===== src/smp_pkg.sv =====
package smp_pkg;

  localparam int unsigned PATTERN_MAX_DEF   = 8;
  localparam int unsigned POSITION_BITS_DEF = 16;
  localparam int unsigned PATTERN_LIMIT     = 8;   // the effective pattern length is at most eight bytes
  localparam int unsigned LEN_CALC_W        = 6;   // covers cell indexes up to 63
  localparam int unsigned FIFO_DEPTH        = 4;

  localparam logic [7:0] LEAD_BYTE = 8'hC3;

  localparam logic KIND_MATCH = 1'b0;
  localparam logic KIND_TOTAL = 1'b1;

  localparam logic REG_PATTERN_BYTES  = 1'b0;
  localparam logic REG_PATTERN_LENGTH = 1'b1;

  typedef struct packed {
    logic [7:0] text_byte;
    logic       end_of_text;
  } text_item_t;

  typedef struct packed {
    logic        kind;
    logic [15:0] start_pos;
    logic [15:0] end_pos;
    logic [15:0] occurrences;
    logic        last;
  } result_t;

  // per-cell compare results for the byte just shifted in
  typedef struct packed {
    logic match;
    logic lead;
  } cell_flags_t;

endpackage


===== src/substring_match_positions.sv =====
// Channel   Dir   Handshake              Payload
// text      in    text_valid/text_ready  text_item_t: text_byte, end_of_text
// res       out   res_valid/res_ready    result_t: kind, start_pos, end_pos, occurrences, last
// cfg       in    cfg_valid/cfg_ready    cfg_index (0 pattern_bytes, 1 pattern_length), cfg_data
//
// One text byte per cycle while text_ready is high. A byte shifts through the cell row on acceptance; its
// result items enter the output queue from stage A once the queue has room, and then appear at the output.
// A byte that ends a text on a match makes two items; the output port drains one
// per cycle while res_ready is high, so such bytes can fill the queue and hold text_ready low.
// text_ready drops only when the four-entry output queue has fewer than two free slots.
// Synchronous reset clears the window, counters, queue and pattern_bytes, and sets pattern_length to 1.
module substring_match_positions
  import smp_pkg::*;
#(
  parameter int unsigned PATTERN_MAX   = PATTERN_MAX_DEF,
  parameter int unsigned POSITION_BITS = POSITION_BITS_DEF
) (
  input  logic        clk,
  input  logic        rst,
  input  logic        text_valid,
  output logic        text_ready,
  input  text_item_t  text,
  output logic        res_valid,
  input  logic        res_ready,
  output result_t     res,
  input  logic        cfg_valid,
  output logic        cfg_ready,
  input  logic        cfg_index,
  input  logic [63:0] cfg_data
);

  localparam int unsigned P     = POSITION_BITS;
  localparam int unsigned LIM   = (PATTERN_MAX < PATTERN_LIMIT) ? PATTERN_MAX : PATTERN_LIMIT;
  localparam int unsigned RC_W  = $clog2(PATTERN_MAX + 1);
  localparam int unsigned CNT_W = $clog2(FIFO_DEPTH + 1);
  localparam logic [P-1:0] CNT_MAX = '1;

  // configuration
  logic [63:0] pattern_bytes;
  logic [3:0]  pattern_length;
  logic [3:0]  len_eff;
  logic [LEN_CALC_W-1:0] len6;

  assign cfg_ready = 1'b1;

  always_ff @(posedge clk) begin
    if (rst) begin
      pattern_bytes  <= '0;
      pattern_length <= 4'd1;
    end else if (cfg_valid) begin
      unique case (cfg_index)
        REG_PATTERN_BYTES:  pattern_bytes  <= cfg_data;
        REG_PATTERN_LENGTH: pattern_length <= cfg_data[3:0];
        default: ;
      endcase
    end
  end

  always_comb begin
    if (pattern_length == 4'd0) begin
      len_eff = 4'd1;
    end else if (pattern_length > 4'(LIM)) begin
      len_eff = 4'(LIM);
    end else begin
      len_eff = pattern_length;
    end
  end

  assign len6 = LEN_CALC_W'(len_eff);

  // input side: counters and stage A
  logic         text_acc;
  logic         adv_a;
  logic         valid_a;
  logic [P-1:0] bytes_seen;
  logic [P-1:0] lead_seen;
  logic [P-1:0] bytes_seen_next;
  logic [P-1:0] lead_seen_next;
  logic [P-1:0] bs_a;
  logic [P-1:0] lead_a;
  logic         eot_a;
  logic [CNT_W-1:0] fifo_count;

  assign adv_a      = valid_a && (fifo_count <= CNT_W'(FIFO_DEPTH - 2));
  assign text_ready = !valid_a || adv_a;
  assign text_acc   = text_valid && text_ready;

  assign bytes_seen_next = (bytes_seen < CNT_MAX) ? bytes_seen + P'(1) : bytes_seen;
  assign lead_seen_next  = ((text.text_byte == LEAD_BYTE) && (lead_seen < CNT_MAX)) ?
                           lead_seen + P'(1) : lead_seen;

  always_ff @(posedge clk) begin
    if (rst) begin
      valid_a    <= 1'b0;
      bytes_seen <= '0;
      lead_seen  <= '0;
    end else begin
      if (text_acc) begin
        valid_a    <= 1'b1;
        bytes_seen <= text.end_of_text ? '0 : bytes_seen_next;
        lead_seen  <= text.end_of_text ? '0 : lead_seen_next;
      end else if (adv_a) begin
        valid_a <= 1'b0;
      end
    end
  end

  always_ff @(posedge clk) begin
    if (text_acc) begin
      bs_a   <= bytes_seen_next;
      lead_a <= lead_seen_next;
      eot_a  <= text.end_of_text;
    end
  end

  // cell row: cell i holds window byte i, newest in cell 0
  logic [7:0]  win   [PATTERN_MAX];
  cell_flags_t flags [PATTERN_MAX];

  for (genvar i = 0; i < PATTERN_MAX; i++) begin : g_cell
    logic [7:0]            din;
    logic [LEN_CALC_W-1:0] sel;

    // cell i lines up with pattern byte len-1-i
    assign sel = len6 - LEN_CALC_W'(1) - LEN_CALC_W'(i);

    if (i == 0) begin : g_head
      assign din = text.text_byte;
    end else begin : g_body
      assign din = win[i-1];
    end

    smp_cell u_cell (
      .clk      (clk),
      .rst      (rst),
      .shift    (text_acc),
      .clear    (text.end_of_text),
      .din      (din),
      .pat      (pattern_bytes[{sel[2:0], 3'b000} +: 8]),
      .match_en (LEN_CALC_W'(i) < len6),
      .lead_en  ((LEN_CALC_W'(i) + LEN_CALC_W'(1)) < len6),
      .q        (win[i]),
      .flags    (flags[i])
    );
  end

  // stage B: position arithmetic and result build
  logic              all_match;
  logic [RC_W-1:0]   recent;
  logic              hit;
  logic [P-1:0]      len_p;
  logic [P-1:0]      first;
  logic [P-1:0]      lead_at_start;
  logic [P-1:0]      s_pos;
  logic [P:0]        e_wide;
  logic [P-1:0]      e_pos;
  logic [P-1:0]      match_total;
  logic [P-1:0]      total_inc;
  result_t           match_res;
  result_t           total_res;
  result_t           data0;
  logic              push0;
  logic              push1;

  always_comb begin
    all_match = 1'b1;
    recent    = '0;
    for (int k = 0; k < PATTERN_MAX; k++) begin
      all_match = all_match && flags[k].match;
      recent    = recent + RC_W'(flags[k].lead);
    end
  end

  assign len_p = P'(len_eff);
  assign hit   = all_match && (bs_a >= len_p);
  assign first = bs_a - len_p + P'(1);

  assign lead_at_start = (lead_a > P'(recent)) ? lead_a - P'(recent) : '0;
  assign s_pos  = (first > lead_at_start) ? first - lead_at_start : '0;
  assign e_wide = {1'b0, s_pos} + (P+1)'(len_p) - (P+1)'(1);
  assign e_pos  = e_wide[P] ? CNT_MAX : e_wide[P-1:0];

  assign total_inc = (hit && (match_total < CNT_MAX)) ? match_total + P'(1) : match_total;

  always_comb begin
    match_res.kind        = KIND_MATCH;
    match_res.start_pos   = 16'(s_pos);
    match_res.end_pos     = 16'(e_pos);
    match_res.occurrences = 16'(total_inc);
    match_res.last        = !eot_a;

    total_res.kind        = KIND_TOTAL;
    total_res.start_pos   = '0;
    total_res.end_pos     = '0;
    total_res.occurrences = 16'(total_inc);
    total_res.last        = 1'b1;
  end

  assign push0 = adv_a && (hit || eot_a);
  assign push1 = adv_a && hit && eot_a;
  assign data0 = hit ? match_res : total_res;

  always_ff @(posedge clk) begin
    if (rst) begin
      match_total <= '0;
    end else if (adv_a) begin
      match_total <= eot_a ? '0 : total_inc;
    end
  end

  smp_result_fifo u_fifo (
    .clk       (clk),
    .rst       (rst),
    .push0     (push0),
    .push1     (push1),
    .data0     (data0),
    .data1     (total_res),
    .count     (fifo_count),
    .res_valid (res_valid),
    .res_ready (res_ready),
    .res       (res)
  );

  a_fifo_bound: assert property (@(posedge clk) disable iff (rst)
    fifo_count <= CNT_W'(FIFO_DEPTH))
    else $error("result queue overfilled");

  a_total_last: assert property (@(posedge clk) disable iff (rst)
    (res_valid && res.kind == KIND_TOTAL) |-> res.last)
    else $error("total item without last");

  a_eot_clear: assert property (@(posedge clk) disable iff (rst)
    (text_acc && text.end_of_text) |=> (bytes_seen == '0 && lead_seen == '0))
    else $error("counters not cleared after end of text");

  a_total_clear: assert property (@(posedge clk) disable iff (rst)
    (adv_a && eot_a) |=> (match_total == '0))
    else $error("match total not cleared after end of text");

endmodule


===== src/smp_cell.sv =====
module smp_cell
  import smp_pkg::*;
(
  input  logic        clk,
  input  logic        rst,
  input  logic        shift,
  input  logic        clear,
  input  logic [7:0]  din,
  input  logic [7:0]  pat,
  input  logic        match_en,
  input  logic        lead_en,
  output logic [7:0]  q,
  output cell_flags_t flags
);

  always_ff @(posedge clk) begin
    if (rst) begin
      q <= '0;
    end else if (shift) begin
      q <= clear ? 8'h00 : din;
    end
  end

  // flags describe the byte shifted in, whether or not the window is cleared
  always_ff @(posedge clk) begin
    if (shift) begin
      flags.match <= !match_en || (din == pat);
      flags.lead  <= lead_en && (din == LEAD_BYTE);
    end
  end

endmodule


===== src/smp_result_fifo.sv =====
module smp_result_fifo
  import smp_pkg::*;
#(
  parameter int unsigned PTR_W = $clog2(FIFO_DEPTH),
  parameter int unsigned CNT_W = $clog2(FIFO_DEPTH + 1)
) (
  input  logic             clk,
  input  logic             rst,
  input  logic             push0,
  input  logic             push1,
  input  result_t          data0,
  input  result_t          data1,
  output logic [CNT_W-1:0] count,
  output logic             res_valid,
  input  logic             res_ready,
  output result_t          res
);

  result_t          mem [FIFO_DEPTH];
  logic [PTR_W-1:0] wr_ptr;
  logic [PTR_W-1:0] rd_ptr;
  logic [1:0]       push_n;
  logic             pop;

  // push1 is only raised together with push0
  assign push_n    = {1'b0, push0} + {1'b0, push1};
  assign pop       = (count != '0) && res_ready;
  assign res_valid = (count != '0);
  assign res       = mem[rd_ptr];

  always_ff @(posedge clk) begin
    if (rst) begin
      wr_ptr <= '0;
      rd_ptr <= '0;
      count  <= '0;
    end else begin
      wr_ptr <= wr_ptr + PTR_W'(push_n);
      rd_ptr <= rd_ptr + PTR_W'(pop);
      count  <= count + CNT_W'(push_n) - CNT_W'(pop);
    end
  end

  always_ff @(posedge clk) begin
    if (push0) begin
      mem[wr_ptr] <= data0;
    end
    if (push1) begin
      mem[wr_ptr + PTR_W'(1)] <= data1;
    end
  end

endmodule

===== config.mk =====
export PLATFORM = sky130hd
export DESIGN_NAME = substring_match_positions
export DESIGN_NICKNAME = d
export VERILOG_FILES = /design/src/smp_pkg.sv /design/src/substring_match_positions.sv /design/src/smp_cell.sv /design/src/smp_result_fifo.sv
export SDC_FILE = /design/constraint.sdc
export NUM_CORES = 1
export LEC_CHECK = 0
export BUFFER_PORTS_ARGS = -buffer_cell sky130_fd_sc_hd__buf_2
export CAP_MARGIN = 20
export CORE_UTILIZATION = 48
export CTS_BUF_LIST = sky130_fd_sc_hd__clkbuf_16
export DETAILED_ROUTE_END_ITERATION = 8
export PLACE_DENSITY = 0.65
export SYNTH_ARGS = -nofsm -noshare
export SYNTH_HDL_FRONTEND = slang
export SYNTH_SLANG_ARGS = --single-unit

===== constraint.sdc =====
create_clock -name clk -period 21.3 [get_ports clk]
set_input_delay 1.065 -clock clk [delete_from_list [all_inputs] [get_ports clk]]
set_output_delay 1.065 -clock clk [all_outputs]
set_load 0.01 [all_outputs]

== Word level (Yosys, flattened, before mapping) ==
Memory sizes are Yosys's and may differ from the RTL's. A register that Yosys moved wholly into a read port is not among the register bits.
Cells that the tools add are included.

* Bits in registers: 229
* Latch bits: 0
* Bits in writable memories: 200
* Bits in read-only memories: 0
* Input bits: 79
* Output and inout bits: 53
* Logic and storage cells: 183
* Memories: 1

{| class="wikitable"
|+ Memories
! memory !! words !! bits a word !! read ports !! clocked after Yosys merged registers in !! wr ports !! RTL line !! source
|-
| u_fifo.mem || 4 || 50 || 1 || 1 || 2 || smp_result_fifo.sv:19 || <nowiki>result_t mem [FIFO_DEPTH];</nowiki>
|}

* Add/sub/neg operators: 30
* Multiply operators: 0
* Divide/modulo/power cells: 0
* Magnitude comparators: 17
* Equal/unequal tests: 16
* Shift operators: 8
* Muxes and demuxes: 26
* Bitwise logic cells: 1
* Reduce and logical (&&, ||, !) cells: 49

{| class="wikitable"
|+ Operator list
! cell !! number
|-
| 64-bit by 7-bit variable part select with 8-bit output || 8
|-
| 16-bit 2-to-1 mux || 9
|-
| 16-bit by 1-bit adder with 16-bit output, second input constant || 4
|-
| 8-bit == test || 8
|-
| 8-bit == test, second input constant || 8
|-
| 8-bit 2-to-1 mux || 7
|-
| 50-bit 2-to-1 mux || 1
|-
| 16-bit < comparator, second input constant || 3
|-
| 16-bit by 4-bit subtractor with 16-bit output || 2
|-
| 1-bit logical AND || 24
|-
| 16-bit by 4-bit adder with 17-bit output || 1
|-
| 17-bit by 1-bit subtractor with 17-bit output, second input constant || 1
|-
| 4-bit by 1-bit adder with 4-bit output || 4
|-
| 16-bit by 4-bit greater-or-equal comparator with 1-bit output || 1
|-
| 16-bit > comparator || 1
|-
| 16-bit by 4-bit > comparator with 1-bit output || 1
|-
| 3-bit by 4-bit < comparator with 1-bit output, first input constant || 4
|-
| 16-bit subtractor || 1
|-
| 1-bit zero test || 10
|-
| 1-bit logical OR || 10
|-
| 3-bit by 1-bit subtractor with 3-bit output, second input constant || 3
|-
| 3-bit subtractor, second input constant || 3
|-
| 1-bit by 4-bit < comparator with 1-bit output, first input constant || 2
|-
| 2-bit by 4-bit < comparator with 1-bit output, first input constant || 2
|-
| other kinds (20) || 29
|}

== Longest topological paths before layout ==
* Depth after elaboration: 15
* Gate-level depth with buffers: 38
* Depth with buffers taken out: 36

== Modules after synthesis ==
Synthesis repeated with hierarchy kept, for this count alone.

* Cell total of the unflattened synthesis: 2,577
* Area, all modules: 26,465.4 sq um

{| class="wikitable"
|+ By module, submodules not included
! module !! times used !! cells an instance !! area an instance (sq um) !! seq. area each (sq um)
|-
| substring_match_positions || 1 || 1,649 || 12,585.8 || 3,333.2
|-
| smp_result_fifo || 1 || 528 || 10,015.9 || 6,145.9
|-
| smp_cell || 8 || 50 || 483.0 || 220.2
|}

== Worst setup path before layout ==
No wires, ideal clock.

* Kind: register -> register
* Start point: register g_cell[3].u_cell.flags[0] (netlist name)
* End point: memory u_fifo.mem[3][26] in the netlist's numbering
* Library setup time: 0.117 ns
* Arrival: 7.738 ns
* Slack: 13.445 ns
* Cell stages (with the launch flop): 37
* Path buffers: 2
* Cells stage by stage: edfxtp_1 > inv_1 > fa_1 > fa_1 > fa_1 > inv_1 > ha_1 > fa_1 > xnor2_1 > ha_1 > nor2b_1 > o21ai_0 > nand2b_1 > a211oi_1 > nand3b_1 > nor2b_1 > ha_1 > fa_1 > nor2b_1 > o211ai_1 > a21oi_1 > o21ai_0 > a31oi_2 > buf_2 > nand2_1 > ha_1 > inv_1 > ha_1 > a211oi_1 > o21ai_1 > nand3_1 > a21oi_1 > o41ai_2 > nor4_1 > mux2i_4 > buf_6 > nand2_1

{| class="wikitable"
|+ RTL lines
! item !! RTL line
|-
| to (decl) || smp_result_fifo.sv:19
|}

==> results.tsv <==
metric	value	unit
final hold vios	0	
post-synth net total	2700	
DIE HEIGHT	225	microns
clock skew	24.3	ps
Synth top area share	26.6	%
Yosys warning count	0	
commonest non-fill, non-tap cell in the layout	nand2_1	
Post-CTS Setup Repair Bufs	0	
Ports	132	
synth-to-layout area growth	10.6	%
max-slew violations	0	
Yosys cell types	87	
Finished Layout Cells	3276	
Die ar.	50400	sq um
startpoint types	flip-flop	
crit path DAT	9690	ps
initial antenna violation count	0	
hold crit path type	flip-flop to flip-flop	
remaining antenna violation count after routing	0	
Hold Buf Count CTS	0	
largest stage delay on the critical path	650	ps
PD cells	111	nW/um^2
commonest non-fill, non-tap cells in the layout	349 x nand2_1, 314 x dfxtp_1, 217 x nor2_1, 178 x a21oi_1, 133 x xnor2_1	
Primary FF master, synth	dfxtp_1	
via count	19451	
global-route track usage on met3	3.47	%
met2 usage	43.0	%
Tcrit/Tclk final	43.4	%
Synth Cell Area	23800	sq um
outcome	completed	
port bufs	130	
post-route setup TNS	0	ps
EDFF count, synth	113	
worst slack at placement	12060	ps
Total GRT Usage	25.8	%
CTS root buf	clkbuf_16	
largest family of logic cells by synthesized area	simple AND/OR/NAND/NOR gates	
final net count	2748	
final setup fails	0	
RSZ-0062 raised after global routing	false	
largest net degree at the start of global routing	115	
initial DRC count	1477	
vias in the first global route	18417	
Core Area	48800	sq um
Residual DRC	0	
Max FO, Critical Path	19	
ANT cells	0	
slew margin rel.	25.2	%
minimum clock period after layout	9250	ps
Clk pin slew, worst setup/hold paths	60	ps
Max Cap Violations	0	
Switching Share	37.5	%
Synth Register Bits	429	
post-CTS sizing	0	
Syn Inst Count	2528	
Placed Cells incl. Taps	3187	
global-route wire length before repair	103000	microns
CP endpoint kind	flip-flop	
fmax	0.108	GHz
Simple-Gate Fraction of Synth Area	17.8	%
pin slew with the least headroom to its limit	1120	ps
total wire length	65700	microns
register area share after synthesis	40.9	%
Sink Count	429	
DR WL/cell	20.0	microns
post-detail-place hpwl	46000	microns
CTS buffer count	47	
Vias/cell	5.94	
CTS tree	built	
post-synthesis mux area share	9.71	%
post-synthesis compound-gate area fraction	15.1	%
global route total overflow	0	
Final Util	53.8	%
critical path's slowest cell	a31oi_2	
Worst VDD drop	0.0000884	V
chip width	225	microns
Synth Area in Adders	5.21	%
Clock Path Buffers	3	
Synth Area per Inst	9.40	sq um
Pleak	10.0	nW
DR pass1 iterations	5	
worst-skew pair later-pin latency	590	ps
Gate power share	41.3	%
gp weighted congestion	0.950	
ranking of synthesized cells by area	dfxtp_1 27%, edfxtp_1 14%, mux4_2 7.8%	
global route hottest layer	met2	
worst setup path class	flip-flop to flip-flop	
row cnt	81	
area leader, netlist	dfxtp_1	
H-tree Lvls	2	
net switching power	0.00109	W
Int Power	0.00182	W
met1 GRT Util	35.6	%
Initial Utilization	48.6	%
CP required	21740	ps
Seq pwr share	32.5	%
worst hold slack	452	ps
worst setup margin	12050	ps
async set-reset flop share out of synthesis	0	%
Synth Area in XOR/XNOR	7.11	%
Clock power frac	26.2	%
share of cells above drive strength 1	14.0	%
==> layout make-up <==
class	instances	area [sq um]
multi-input combinational	1857	13100
tap	664	831
clock inverter	37	216
clock buffer	48	1200
timing repair buffer	153	850
fill	4479	22600
inverter	88	330
sequential	429	9720
==> stage by stage <==
step | cell area (sq um) | power (W)
final | 26300 | 0.00292
after global routing | 26300 | 0.00309
after CTS | 26200 | 0.00292
after detailed placement | 24800 | 0.00216
after global placement | 24800 | 0.00213
after floorplan | 23800 | 0.00186
==> path summary, 6_finish.rpt <==
check / startpoint / end / slack, ps / cells after the start
worst max-delay path: g_cell[3].u_cell.flags[0] / u_fifo.mem[3][30] / 12050 / 34
worst min-delay path: u_fifo.mem[2][37] / u_fifo.mem[2][37] / 450 / 2
worst max register to register: g_cell[3].u_cell.flags[0] / u_fifo.mem[3][30] / 12050 / 34
worst min register to register: u_fifo.mem[2][37] / u_fifo.mem[2][37] / 450 / 2
==> cell usage after synthesis (42+ instances only) <==
library cell,n
nor3b_1,59
inv_1,85
edfxtp_1,113
nand3_1,42
nand2_1,350
xnor2_1,133
a21oi_1,181
dfxtp_1,316
xor2_1,60
a22oi_1,56
mux4_2,82
clkbuf_1,109
ha_1,83
o21ai_0,130
nor2_1,217
==> logic make-up (layout without fill, tap and decap cells) <==
family / after synthesis / count (layout)
compound gates: 565 / 565
xor+xnor: 193 / 193
fa+ha+maj: 93 / 93
buf+inv: 242 / 326
flops: 429 / 429
mux: 123 / 123
other cells: 1 / 1
simple gates: 882 / 882
==> flip-flops by register name (all words and copies together), names as in the netlist <==
register and count:
u_fifo.mem 200, pattern_bytes 64, g_cell.u_cell.q 56, bs_a 16
bytes_seen 16, g_cell.u_cell.flags 16, lead_a 16, lead_seen 16
match_total 16, pattern_length 4, u_fifo.count 3, u_fifo.rd_ptr 2
u_fifo.wr_ptr 2, eot_a 1, valid_a 1
==> worst max-delay path: cells and delay by family, from the launching register on <==
family                     cells  cell delay (ps)
AOI/OAI and AO/OA             10             2620
xor gates and xnor gates       1              190
adders and majority gates     10             3610
buffers and inverters          3              160
DFF                            1              320
muxes                          1              510
and+or+nand+nor                9             1690
==> metal layers <==
layer / up-vias / routed length [microns]
li1: 9213 / -
met1: 9595 / 29400
met2: 574 / 31500
met3: 69 / 3680
met4: 0 / 1010
met5: - / 0
==> power by group through the flow <==
stage / Sequential (W) / Combinational [W] / Clock [W]
3_5_place_dp: 0.000963 / 0.00119 / 0
5_1_grt: 0.000954 / 0.00133 / 0.000808
2_1_floorplan: 0.000944 / 0.000915 / 0
3_3_place_gp: 0.000959 / 0.00117 / 0
6_report: 0.000947 / 0.00121 / 0.000764
4_1_cts: 0.000946 / 0.00120 / 0.000778
Power figures use the tool's default switching activity.
